===== src/hdl/sdp_pkg.sv =====
// ----------------------------------------------------------------------------
// Scale degree pitch package
// Shared types, codes and scale tables for the scale degree pitch unit.
// ----------------------------------------------------------------------------
`default_nettype none

package sdp_pkg;

    localparam int unsigned ROOT_W   = 4;
    localparam int unsigned KIND_W   = 2;
    localparam int unsigned REQ_W    = 2;
    localparam int unsigned PITCH_W  = 7;
    localparam int unsigned AMOUNT_W = 8;
    localparam int unsigned VALUE_W  = 10;
    localparam int unsigned CFG_IDX_W  = 2;
    localparam int unsigned CFG_DATA_W = 4;
    localparam int unsigned IN_DATA_W  = 16;
    localparam int unsigned OUT_DATA_W = 16;

    localparam logic [REQ_W-1:0] REQ_TO_PITCH  = 2'd0;
    localparam logic [REQ_W-1:0] REQ_TO_DEGREE = 2'd1;
    localparam logic [REQ_W-1:0] REQ_TRANSPOSE = 2'd2;

    localparam logic [KIND_W-1:0] KIND_MAJOR = 2'd0;
    localparam logic [KIND_W-1:0] KIND_MINOR = 2'd1;
    localparam logic [KIND_W-1:0] KIND_PENTA = 2'd2;

    localparam logic [CFG_IDX_W-1:0] CFG_ROOT = 2'd0;
    localparam logic [CFG_IDX_W-1:0] CFG_KIND = 2'd1;

    typedef struct packed {
        logic [ROOT_W-1:0] root;
        logic [KIND_W-1:0] kind;
    } t_scale_cfg;

    typedef struct packed {
        logic [VALUE_W-1:0] value;
        logic               in_scale;
    } t_result;

    function automatic logic [KIND_W-1:0] f_norm_kind(input logic [KIND_W-1:0] kind);
        logic [KIND_W-1:0] k;
        k = (kind == KIND_MINOR || kind == KIND_PENTA) ? kind : KIND_MAJOR;
        return k;
    endfunction

    function automatic logic [2:0] f_count(input logic [KIND_W-1:0] kind);
        logic [2:0] n;
        n = (kind == KIND_PENTA) ? 3'd5 : 3'd7;
        return n;
    endfunction

    function automatic logic [3:0] f_step(input logic [KIND_W-1:0] kind,
                                          input logic [2:0] idx);
        logic [3:0] s;
        s = 4'd0;
        unique case (kind)
            KIND_MINOR: begin
                unique case (idx)
                    3'd0: s = 4'd0;
                    3'd1: s = 4'd2;
                    3'd2: s = 4'd3;
                    3'd3: s = 4'd5;
                    3'd4: s = 4'd7;
                    3'd5: s = 4'd9;
                    3'd6: s = 4'd10;
                    default: s = 4'd0;
                endcase
            end
            KIND_PENTA: begin
                unique case (idx)
                    3'd0: s = 4'd0;
                    3'd1: s = 4'd3;
                    3'd2: s = 4'd5;
                    3'd3: s = 4'd7;
                    3'd4: s = 4'd10;
                    default: s = 4'd0;
                endcase
            end
            default: begin
                unique case (idx)
                    3'd0: s = 4'd0;
                    3'd1: s = 4'd2;
                    3'd2: s = 4'd4;
                    3'd3: s = 4'd5;
                    3'd4: s = 4'd7;
                    3'd5: s = 4'd9;
                    3'd6: s = 4'd11;
                    default: s = 4'd0;
                endcase
            end
        endcase
        return s;
    endfunction

    // Returns {hit, one-based degree}; a miss gives degree one.
    function automatic logic [3:0] f_class_deg(input logic [KIND_W-1:0] kind,
                                               input logic [3:0] cls);
        logic [3:0] r;
        r = {1'b0, 3'd1};
        unique case (kind)
            KIND_MINOR: begin
                unique case (cls)
                    4'd0:  r = {1'b1, 3'd1};
                    4'd2:  r = {1'b1, 3'd2};
                    4'd3:  r = {1'b1, 3'd3};
                    4'd5:  r = {1'b1, 3'd4};
                    4'd7:  r = {1'b1, 3'd5};
                    4'd9:  r = {1'b1, 3'd6};
                    4'd10: r = {1'b1, 3'd7};
                    default: r = {1'b0, 3'd1};
                endcase
            end
            KIND_PENTA: begin
                unique case (cls)
                    4'd0:  r = {1'b1, 3'd1};
                    4'd3:  r = {1'b1, 3'd2};
                    4'd5:  r = {1'b1, 3'd3};
                    4'd7:  r = {1'b1, 3'd4};
                    4'd10: r = {1'b1, 3'd5};
                    default: r = {1'b0, 3'd1};
                endcase
            end
            default: begin
                unique case (cls)
                    4'd0:  r = {1'b1, 3'd1};
                    4'd2:  r = {1'b1, 3'd2};
                    4'd4:  r = {1'b1, 3'd3};
                    4'd5:  r = {1'b1, 3'd4};
                    4'd7:  r = {1'b1, 3'd5};
                    4'd9:  r = {1'b1, 3'd6};
                    4'd11: r = {1'b1, 3'd7};
                    default: r = {1'b0, 3'd1};
                endcase
            end
        endcase
        return r;
    endfunction

    // Quotient by the scale length for values up to 128, by reciprocal multiply.
    function automatic logic [4:0] f_div_len(input logic [KIND_W-1:0] kind,
                                             input logic [7:0] x);
        logic [15:0] prod;
        prod = (kind == KIND_PENTA) ? (16'(x) * 16'd205) : (16'(x) * 16'd147);
        return prod[14:10];
    endfunction

    // Quotient by twelve for values up to 127.
    function automatic logic [3:0] f_div12(input logic [6:0] x);
        logic [14:0] prod;
        prod = 15'(x) * 15'd171;
        return prod[14:11];
    endfunction

endpackage

`default_nettype wire


===== src/hdl/sdp_core.sv =====
// ----------------------------------------------------------------------------
// Scale degree pitch mapping logic
// Combinational mapping of one registered request to its result.
// ----------------------------------------------------------------------------
`default_nettype none

module sdp_core (
    input  wire logic [sdp_pkg::REQ_W-1:0]    i_req,
    input  wire logic [sdp_pkg::PITCH_W-1:0]  i_pitch,
    input  wire logic [sdp_pkg::AMOUNT_W-1:0] i_amount,
    input  wire sdp_pkg::t_scale_cfg          i_cfg,
    output sdp_pkg::t_result                  o_result
);
    import sdp_pkg::*;

    logic [KIND_W-1:0] kind;
    logic [2:0]        n;
    logic [9:0]        root10;

    logic [6:0] off_m1;
    logic [4:0] q0;
    logic [7:0] r0_full;
    logic [9:0] val0;

    logic [3:0] oct1;
    logic [6:0] cls1_full;
    logic [3:0] cd1;
    logic [9:0] val1;

    logic signed [8:0] d;
    logic [3:0]        oct_pos;
    logic [6:0]        cls_pos;
    logic signed [6:0] oct2;
    logic [3:0]        cls2;
    logic [3:0]        cd2;
    logic              hit2;
    logic [7:0]        mag;
    logic [4:0]        qa;
    logic [7:0]        ra_full;
    logic signed [6:0] oct_s;
    logic signed [4:0] rem_s;
    logic signed [6:0] oct_t;
    logic signed [4:0] deg_t;
    logic signed [6:0] oct_f;
    logic signed [4:0] deg_f;
    logic signed [4:0] n_s;
    logic [3:0]        step2;
    logic [9:0]        oct10;
    logic [9:0]        val2;

    always_comb begin
        kind   = f_norm_kind(i_cfg.kind);
        n      = f_count(kind);
        n_s    = {2'b00, n};
        root10 = {6'd0, i_cfg.root};

        // Degree offset to pitch.
        off_m1  = $signed(i_amount) < 8'sd1 ? 7'd0 : (i_amount[6:0] - 7'd1);
        q0      = f_div_len(kind, {1'b0, off_m1});
        r0_full = {1'b0, off_m1} - 8'(q0) * 8'(n);
        val0    = (10'(q0) << 3) + (10'(q0) << 2) + root10
                + {6'd0, f_step(kind, r0_full[2:0])};

        // Pitch to degree offset, root ignored.
        oct1      = f_div12(i_pitch);
        cls1_full = i_pitch - 7'(oct1) * 7'd12;
        cd1       = f_class_deg(kind, cls1_full[3:0]);
        val1      = 10'(oct1) * 10'(n) + {7'd0, cd1[2:0]};

        // Transpose by scale steps.
        d       = $signed({2'b00, i_pitch}) - $signed({5'd0, i_cfg.root});
        oct_pos = f_div12(d[6:0]);
        cls_pos = d[6:0] - 7'(oct_pos) * 7'd12;
        if (d == -9'sd12) begin
            oct2 = -7'sd1;
            cls2 = 4'd0;
        end else begin
            oct2 = $signed({3'b000, oct_pos});
            cls2 = cls_pos[3:0];
        end
        cd2  = f_class_deg(kind, cls2);
        hit2 = (d == -9'sd12) || (!d[8] && cd2[3]);

        mag     = i_amount[7] ? (8'd0 - i_amount) : i_amount;
        qa      = f_div_len(kind, mag);
        ra_full = mag - 8'(qa) * 8'(n);
        oct_s   = i_amount[7] ? -$signed({2'b00, qa}) : $signed({2'b00, qa});
        rem_s   = i_amount[7] ? -$signed({2'b00, ra_full[2:0]})
                              : $signed({2'b00, ra_full[2:0]});
        oct_t   = oct2 + oct_s;
        deg_t   = $signed({2'b00, cd2[2:0]}) + rem_s;

        oct_f = oct_t;
        deg_f = deg_t;
        priority if (deg_t < 5'sd1) begin
            if (oct_t != 7'sd0) begin
                oct_f = oct_t - 7'sd1;
                deg_f = deg_t + n_s;
            end
        end else if (deg_t > n_s) begin
            oct_f = oct_t + 7'sd1;
            deg_f = deg_t - n_s;
        end

        step2 = (deg_f >= 5'sd1 && deg_f <= n_s) ? f_step(kind, 3'(deg_f - 5'sd1)) : 4'd0;
        oct10 = {{3{oct_f[6]}}, oct_f};
        val2  = (oct10 << 3) + (oct10 << 2) + root10 + {6'd0, step2};

        unique case (i_req)
            REQ_TO_PITCH: begin
                o_result.value    = val0;
                o_result.in_scale = 1'b1;
            end
            REQ_TO_DEGREE: begin
                o_result.value    = val1;
                o_result.in_scale = cd1[3];
            end
            REQ_TRANSPOSE: begin
                o_result.value    = hit2 ? val2 : {3'd0, i_pitch};
                o_result.in_scale = hit2;
            end
            default: begin
                o_result.value    = '0;
                o_result.in_scale = 1'b0;
            end
        endcase
    end

endmodule

`default_nettype wire


===== src/hdl/sdp_out_reg.sv =====
// ----------------------------------------------------------------------------
// Scale degree pitch result register
// Holds one result until the downstream side takes it.
// ----------------------------------------------------------------------------
`default_nettype none

module sdp_out_reg (
    input  wire logic             i_clk,
    input  wire logic             i_rst_n,
    input  wire logic             i_valid,
    input  wire sdp_pkg::t_result i_result,
    output logic                  o_ready,
    output logic                  o_valid,
    input  wire logic             i_ready,
    output sdp_pkg::t_result      o_result
);
    import sdp_pkg::*;

    logic    r_valid;
    logic    n_valid;
    t_result r_result;

    always_comb begin
        o_ready = !r_valid || i_ready;
        n_valid = o_ready ? i_valid : r_valid;
    end

    always_ff @(posedge i_clk) begin
        if (!i_rst_n) begin
            r_valid <= 1'b0;
        end else begin
            r_valid <= n_valid;
        end
    end

    always_ff @(posedge i_clk) begin
        if (o_ready && i_valid) begin
            r_result <= i_result;
        end
    end

    assign o_valid  = r_valid;
    assign o_result = r_result;

endmodule

`default_nettype wire


===== src/hdl/scale_degree_pitch_unit.sv =====
// A request is held in the request register, mapped combinationally and then
// captured in the result register. Throughput: one request per cycle unless the
// result side stalls; the request register and the result register each hold
// one item, so one request is taken while a result waits.
// Reset clears both valid flags and sets the scale to C major.
// ----------------------------------------------------------------------------
// Scale degree pitch unit
// Maps scale degrees and pitches over a configured diatonic or pentatonic scale.
// ----------------------------------------------------------------------------
`default_nettype none

module scale_degree_pitch_unit (
    input  wire logic                             i_clk,
    input  wire logic                             i_rst_n,
    input  wire logic                             s_axis_tvalid,
    output logic                                  s_axis_tready,
    // pitch_in [6:0], degree_amount [14:7], zero [15]
    input  wire logic [sdp_pkg::IN_DATA_W-1:0]    s_axis_tdata,
    // req_type [1:0]
    input  wire logic [sdp_pkg::REQ_W-1:0]        s_axis_tuser,
    output logic                                  m_axis_tvalid,
    input  wire logic                             m_axis_tready,
    // result_value [9:0], zero [15:10]
    output logic [sdp_pkg::OUT_DATA_W-1:0]        m_axis_tdata,
    // in_scale [0]
    output logic                                  m_axis_tuser,
    input  wire logic                             i_cfg_valid,
    output logic                                  o_cfg_ready,
    input  wire logic [sdp_pkg::CFG_IDX_W-1:0]    i_cfg_index,
    input  wire logic [sdp_pkg::CFG_DATA_W-1:0]   i_cfg_data
);
    import sdp_pkg::*;

    t_scale_cfg          r_cfg;
    logic                r_in_valid;
    logic [REQ_W-1:0]    r_req;
    logic [PITCH_W-1:0]  r_pitch;
    logic [AMOUNT_W-1:0] r_amount;
    logic                out_ready;
    t_result             core_result;
    t_result             out_result;

    assign o_cfg_ready   = 1'b1;
    assign s_axis_tready = !r_in_valid || out_ready;

    always_ff @(posedge i_clk) begin
        if (!i_rst_n) begin
            r_cfg.root <= '0;
            r_cfg.kind <= KIND_MAJOR;
        end else if (i_cfg_valid) begin
            if (i_cfg_index == CFG_ROOT) begin
                r_cfg.root <= i_cfg_data[ROOT_W-1:0];
            end
            if (i_cfg_index == CFG_KIND) begin
                r_cfg.kind <= i_cfg_data[KIND_W-1:0];
            end
        end
    end

    always_ff @(posedge i_clk) begin
        if (!i_rst_n) begin
            r_in_valid <= 1'b0;
        end else if (s_axis_tready) begin
            r_in_valid <= s_axis_tvalid;
        end
    end

    always_ff @(posedge i_clk) begin
        if (s_axis_tready && s_axis_tvalid) begin
            r_req    <= s_axis_tuser;
            r_pitch  <= s_axis_tdata[PITCH_W-1:0];
            r_amount <= s_axis_tdata[PITCH_W+AMOUNT_W-1:PITCH_W];
        end
    end

    sdp_core u_core (
        .i_req    (r_req),
        .i_pitch  (r_pitch),
        .i_amount (r_amount),
        .i_cfg    (r_cfg),
        .o_result (core_result)
    );

    sdp_out_reg u_out (
        .i_clk    (i_clk),
        .i_rst_n  (i_rst_n),
        .i_valid  (r_in_valid),
        .i_result (core_result),
        .o_ready  (out_ready),
        .o_valid  (m_axis_tvalid),
        .i_ready  (m_axis_tready),
        .o_result (out_result)
    );

    assign m_axis_tdata = {{(OUT_DATA_W-VALUE_W){1'b0}}, out_result.value};
    assign m_axis_tuser = out_result.in_scale;

endmodule

`default_nettype wire


===== config.mk =====
export PLATFORM = sky130hd
export DESIGN_NAME = scale_degree_pitch_unit
export DESIGN_NICKNAME = d
export VERILOG_FILES = /design/src/hdl/sdp_pkg.sv /design/src/hdl/sdp_core.sv /design/src/hdl/sdp_out_reg.sv /design/src/hdl/scale_degree_pitch_unit.sv
export SDC_FILE = /design/constraint.sdc
export NUM_CORES = 1
export LEC_CHECK = 0
export BUFFER_PORTS_ARGS = -buffer_cell sky130_fd_sc_hd__buf_2
export CAP_MARGIN = 10
export CORE_MARGIN = 2
export CORE_UTILIZATION = 30
export DETAILED_ROUTE_END_ITERATION = 8
export RECOVER_POWER = 100
export SETUP_SLACK_MARGIN = 0.02
export SLEW_MARGIN = 20
export SYNTH_ARGS = -nofsm -noshare
export SYNTH_HDL_FRONTEND = slang
export SYNTH_SLANG_ARGS = --single-unit

===== constraint.sdc =====
create_clock -name i_clk -period 12.5 [get_ports i_clk]
set_input_delay 1.875 -clock i_clk [delete_from_list [all_inputs] [get_ports i_clk]]
set_output_delay 1.875 -clock i_clk [all_outputs]
set_load 0.02 [all_outputs]

==> qor.csv, run 1 <==
metric,value,unit
outcome,finished with violations,
violations,"max-capacitance violations, max-slew violations, negative setup slack",
syn_area,11100,sq um
slowest_delay,580,ps
hold_viol,0,
netlist_top_cells_count,"ha_1, inv_1, a21oi_1",
drtIter0Drc,351,
numClockSinks,36,
drc,0,
synthTopCellsByArea,"ha_1, fa_1, edfxtp_1, inv_1, xnor2_1",
start_util,30.4,%
n_fill_cell,3777,
critPathArrivalTime,12690,ps
grt_overflow_total,0,
wl,26.6,mm
yosysUniqueCellTypes,87,
via_per_inst,4.92,
rows,70,
start_kind,flip-flop,
dp_hpwl,22.1,mm
synthToLayoutAreaGrowth,18.4,%
required,12540,ps
drive_gt1_share,17.0,%
diodes,0,
antenna_left,0,
grt_pass1_wl,44.7,mm
wl_per_cell,14.1,um
end_kind,flip-flop,
antenna_found_initial,0,
syn_inst,1296,
dpl_cell_area,12600,sq um
final.setup.worst_slack,-155,ps
grt_usage,14.0,%
clock_path_buffers,2,
async_flop_share,0,%
design_area,13200,sq um
register_area,1000,sq um
io_buffers,40,
cts.clk_slew.worst_paths,60,ps
tightest_slew,1540,ps
core-area,36600,sq um
dr.pass1.iters,5,
r2r-end,u_out.o_result[9]$_DFFE_PP_,
final_max_slew_viol_count,18,
die_h,197,um
nNetsFinal,1795,
relSlewSlack,-2.74,%
endpoint,u_out.o_result[9]$_DFFE_PP_,
ys_seq_area_share,8.99,%
syn_avg_cell_area,8.59,sq um
multi_input_area,9640,sq um
yosys_register_bits,36,
final_min_period_over_clock_period,101,%
yosysTopAreaCell,ha_1,
crit_start,r_amount[3]$_DFFE_PP_,
die_w,197,um
path_class,reg -> reg,
cts-htree-levels,2,
ys.flop_type,edfxtp_1,
insertion_delay,310,ps
max-cap-violations,1,
yosys_warnings,0,
via_count,9295,
dieArea,38700,sq um
synth-edff-count,28,
ios,49,
grt_max_degree,24,
netlist.area_leader.share,31.9,%
fmax,79.0,MHz
routabilityCongestion,0.872,
rsz0062_at_grt,yes,
numCtsBuffers,5,
worstPathMaxFanout,4,
skew,19.0,ps
worstReg2RegStart,r_amount[3]$_DFFE_PP_,
synth.most_common_cell,ha_1,
cts_tree,built,
finalCriticalPeriod,12650,ps
hp-class,reg -> reg,
worstRegToRegCells,57,
cts-root-buf,clkbuf_16,
finalSetupViolCount,3,
slowest_stage,or4_4,
grt_pass1_vias,9479,
rrSetupSlack,-150,ps
timing repair:
item	CTS	global route
endpoints found under the setup margin	6	8
hold endpoints to repair	0	0
gates resized for setup	10	51
setup buffers	10	13
hold buffers	0	0
cloned	0	1
pin swaps	10	30
cell families (layout without fill, tap and decap cells):
group / Yosys count / after routing / synth area share [%]
compound gates: 267 / 267 / 16.1
other cells: 2 / 7 / 0.0675
buf+inv: 241 / 359 / 8.51
flops: 36 / 36 / 8.99
simple gates: 286 / 286 / 13.3
xor+xnor: 99 / 100 / 8.19
fa+ha+maj: 347 / 347 / 43.2
mux: 18 / 18 / 1.65
metal layers:
metal,part of all wire [%],vias to the layer above,track usage [%]
li1,-,4736,-
met1,46,4415,17.7
met2,49,118,25.5
met3,2.2,26,0.838
met4,2.4,0,4.79
met5,0,-,0
layout by cell type (no fill, tap or decap), types with 7 or more instances in the layout:
master / n
ha_1: 272
inv_1: 194
buf_4: 103
a21oi_1: 75
nand2_1: 64
nor2_1: 63
fa_1: 59
xnor2_1: 56
o21ai_0: 37
xor2_1: 28
edfxtp_1: 28
a21o_1: 26
buf_2: 26
nor3_1: 24
nor2b_1: 23
nand3_1: 19
nand2b_1: 15
mux2i_1: 15
clkbuf_1: 14
o21bai_1: 12
o22ai_1: 11
ha_4: 10
o21a_1: 9
xnor2_2: 9
nand4_1: 9
or2_2: 8
o31ai_1: 8
dfxtp_1: 8
or3_1: 7
conb_1: 7
registers in the layout (all words and copies together) (netlist names):
signal	count
r_amount	8
r_req	2
u_out.o_valid	1
u_out.o_result	11
r_pitch	7
r_cfg	6
r_in_valid	1
metrics by stage:
step                std cells  worst slack (ps)  util [%]  hold slack (ps)  setup TNS (ps)
global placement         1859              -170      34.3              488            -348
CTS                      1877              -125      35.1              507            -292
finish                   1888              -155      36.0              505            -363
global route             1888              -691      36.0              559           -3470
detailed placement       1859              -339      34.3              491           -1020
floorplan                1301              -114         -              477            -178
layout make-up:
type / count / share of cell area (%)
clock buffers: 5 / 0.950
clock inverters: 3 / 0.323
inverters: 202 / 5.77
multi-input cells: 1025 / 73.1
flip-flops and latches: 36 / 7.60
well taps: 468 / 4.44
repair buffers: 149 / 7.77
worst max-delay path, delay by kind of cell (launching register included):
kind	cells	cell delay [ps]
AO/OA/AOI/OAI	20	3290
XOR/XNOR	7	1190
adder cells (fa/ha/maj)	13	4730
buffers and inverters	6	440
flip-flops	1	430
multiplexers	2	560
AND/OR/NAND/NOR	9	1690
how the worst min path moves through the flow:
| stage | from | to | slack, ps | depth (start not counted) |
|---|---|---|---|---|
| after CTS | r_in_valid$_SDFFE_PN0N_ | u_out.o_valid$_SDFFE_PN0P_ | 510 | 1 |
| after global routing | r_in_valid$_SDFFE_PN0N_ | u_out.o_valid$_SDFFE_PN0P_ | 560 | 1 |
| after global placement | r_in_valid$_SDFFE_PN0N_ | u_out.o_valid$_SDFFE_PN0P_ | 490 | 1 |
| final | r_in_valid$_SDFFE_PN0N_ | u_out.o_valid$_SDFFE_PN0P_ | 510 | 1 |
| after detailed placement | r_in_valid$_SDFFE_PN0N_ | u_out.o_valid$_SDFFE_PN0P_ | 490 | 1 |
| after floorplan | r_in_valid$_SDFFE_PN0N_ | u_out.o_valid$_SDFFE_PN0P_ | 480 | 1 |
Power of run 1 is not shown: default switching activity piles up to over one toggle a cycle in this logic, so the estimate is an artifact.
==> run 2: changes to the inputs <==
==> constraint.sdc (replaced) <==
create_clock -name i_clk -period 11.15 [get_ports i_clk]
set_input_delay 1.6725 -clock i_clk [delete_from_list [all_inputs] [get_ports i_clk]]
set_output_delay 1.6725 -clock i_clk [all_outputs]
set_load 0.02 [all_outputs]
==> qor.csv, run 2 (same netlist as run 1, synthesis figures left out) <==
metric,value,unit,change
worstPathMaxFanout,4,,unchanged
numCtsBuffers,5,,unchanged
slowest_delay,580,ps,about the same
multi_input_area,9530,sq um,-1.1%
start_util,30.4,%,unchanged
final_max_slew_viol_count,0,,-18
outcome,finished with violations,,
max-cap-violations,0,,-1
dieArea,38700,sq um,unchanged
clock_path_buffers,2,,unchanged
final_cell_mix,"ha_1, buf_4, inv_1",,
path_class,reg -> reg,,
required,11170,ps,-1370 ps
final_common_cell,ha_1,,
fmax,79.5,MHz,+0.66%
cts-root-buf,clkbuf_16,,
die_w,197,um,unchanged
routabilityCongestion,0.865,,-0.84%
violations,negative setup slack,,
final.setup.worst_slack,-1420,ps,-1270 ps
rsz0062_at_grt,yes,,
grt_max_degree,24,,unchanged
grt_usage,14.2,%,+0.20 points
wl_per_cell,13.4,um,-4.8%
dr.pass1.iters,7,,+2
grt_pass1_vias,9825,,+3.7%
cp.buffers_inverters,8,,+2
tightest_slew,1440,ps,-103 ps
diodes,0,,unchanged
via_count,9712,,+4.5%
nNetsFinal,1901,,+5.9%
antenna_left,0,,unchanged
critPathTopFamily,adder cells,,
largest_register_ffs,11,,unchanged
cts_tree,built,,
synthToLayoutAreaGrowth,24.5,%,
die_h,197,um,unchanged
core-area,36600,sq um,unchanged
cts_hold_buf,0,,unchanged
grt_pass1_wl,45.5,mm,+1.7%
slowest_stage,or4_4,,
ios,49,,unchanged
final_min_period_over_clock_period,113,%,+12 points
placed_cells,1972,,+6.1%
drc,0,,unchanged
end_kind,flip-flop,,
finalSetupViolCount,9,,+6
skew,22.5,ps,+3.46 ps
register_area,1000,sq um,unchanged
via_per_inst,4.87,,-1.1%
layoutNonFillerInstCount,1994,,+5.6%
hold_viol,0,,unchanged
n_fill_cell,3731,,-1.2%
wl,26.7,mm,+0.50%
hp-class,reg -> reg,,
cts.clk_slew.worst_paths,70,ps,about the same
critPathArrivalTime,12590,ps,-100 ps
relSlewSlack,4.12,%,+6.9 points
io_buffers,40,,unchanged
finalCriticalPeriod,12570,ps,-83.2 ps
dp_hpwl,22.9,mm,+3.4%
drive_gt1_share,21.7,%,+4.7 points
numClockSinks,36,,unchanged
rows,70,,unchanged
antenna_found_initial,0,,unchanged
cts-htree-levels,2,,unchanged
start_kind,flip-flop,,
grt_overflow_total,0,,unchanged
insertion_delay,310,ps,about the same
drtIter0Drc,330,,-6.0%
[run 2: cell count changes in the layout (fill, tap and decap cells not counted), sizes merged]
cell / previous run / this run
buf: 135 / 242
xor3: 3 / 2
[run 2: final timing paths]
kind / startpoint / end / slack, ps / depth (start not counted)
hold reg to reg: r_in_valid$_SDFFE_PN0N_ / u_out.o_valid$_SDFFE_PN0P_ / 510 / 1
setup / recovery: r_amount[3]$_DFFE_PP_ / u_out.o_result[7]$_DFFE_PP_ / -1420 / 57
hold / removal: r_in_valid$_SDFFE_PN0N_ / u_out.o_valid$_SDFFE_PN0P_ / 510 / 1
setup reg to reg: r_amount[3]$_DFFE_PP_ / u_out.o_result[7]$_DFFE_PP_ / -1420 / 57
[run 2: timing repair]
item | in CTS | in global routing
setup buffers | 11 | 8
cloned | 0 | 0
pin swaps | 47 | 34
gates resized for setup | 18 | 20
setup endpoints to repair | 10 | 10
[run 2: per-layer routing]
metal | GRT usage, % | up-vias | routed length (um)
met1 | 17.7 | 4607 | 12100
met5 | 0 | - | 0
met2 | 26.6 | 129 | 13600
li1 | - | 4952 | -
met3 | 0.633 | 24 | 564
met4 | 4.09 | 0 | 463
[run 2: area by class of cell]
class,count,area share (%)
flip-flops and latches,36,7.22
multi-input cells,1024,68.8
clock inverters,3,0.307
inverters,202,5.49
clock buffers,5,0.903
repair buffers,256,13.1
well taps,468,4.22
[run 2: worst reg2reg max path: cells and delay by family, from the launching register on]
family	cells	cell delay (ps)
compound gates	19	3370
buf+inv	8	680
mux	3	680
xor+xnor	6	880
flops	1	420
simple gates	8	1500
fa+ha+maj	13	4780
[run 2: stage by stage]
step	worst slack (ps)	setup TNS, ps	cell area, sq um	hold WS (ps)	util, %
6_report	-1420	-9630	13900	506	37.9
5_1_grt	-2000	-14690	13900	547	37.9
4_1_cts	-1390	-9120	13700	509	37.5
3_5_place_dp	-1600	-11310	13400	501	36.6
3_3_place_gp	-1330	-8630	13400	490	36.6
2_1_floorplan	-1460	-9150	11300	477	-
Power of run 2 is left out for the same reason.
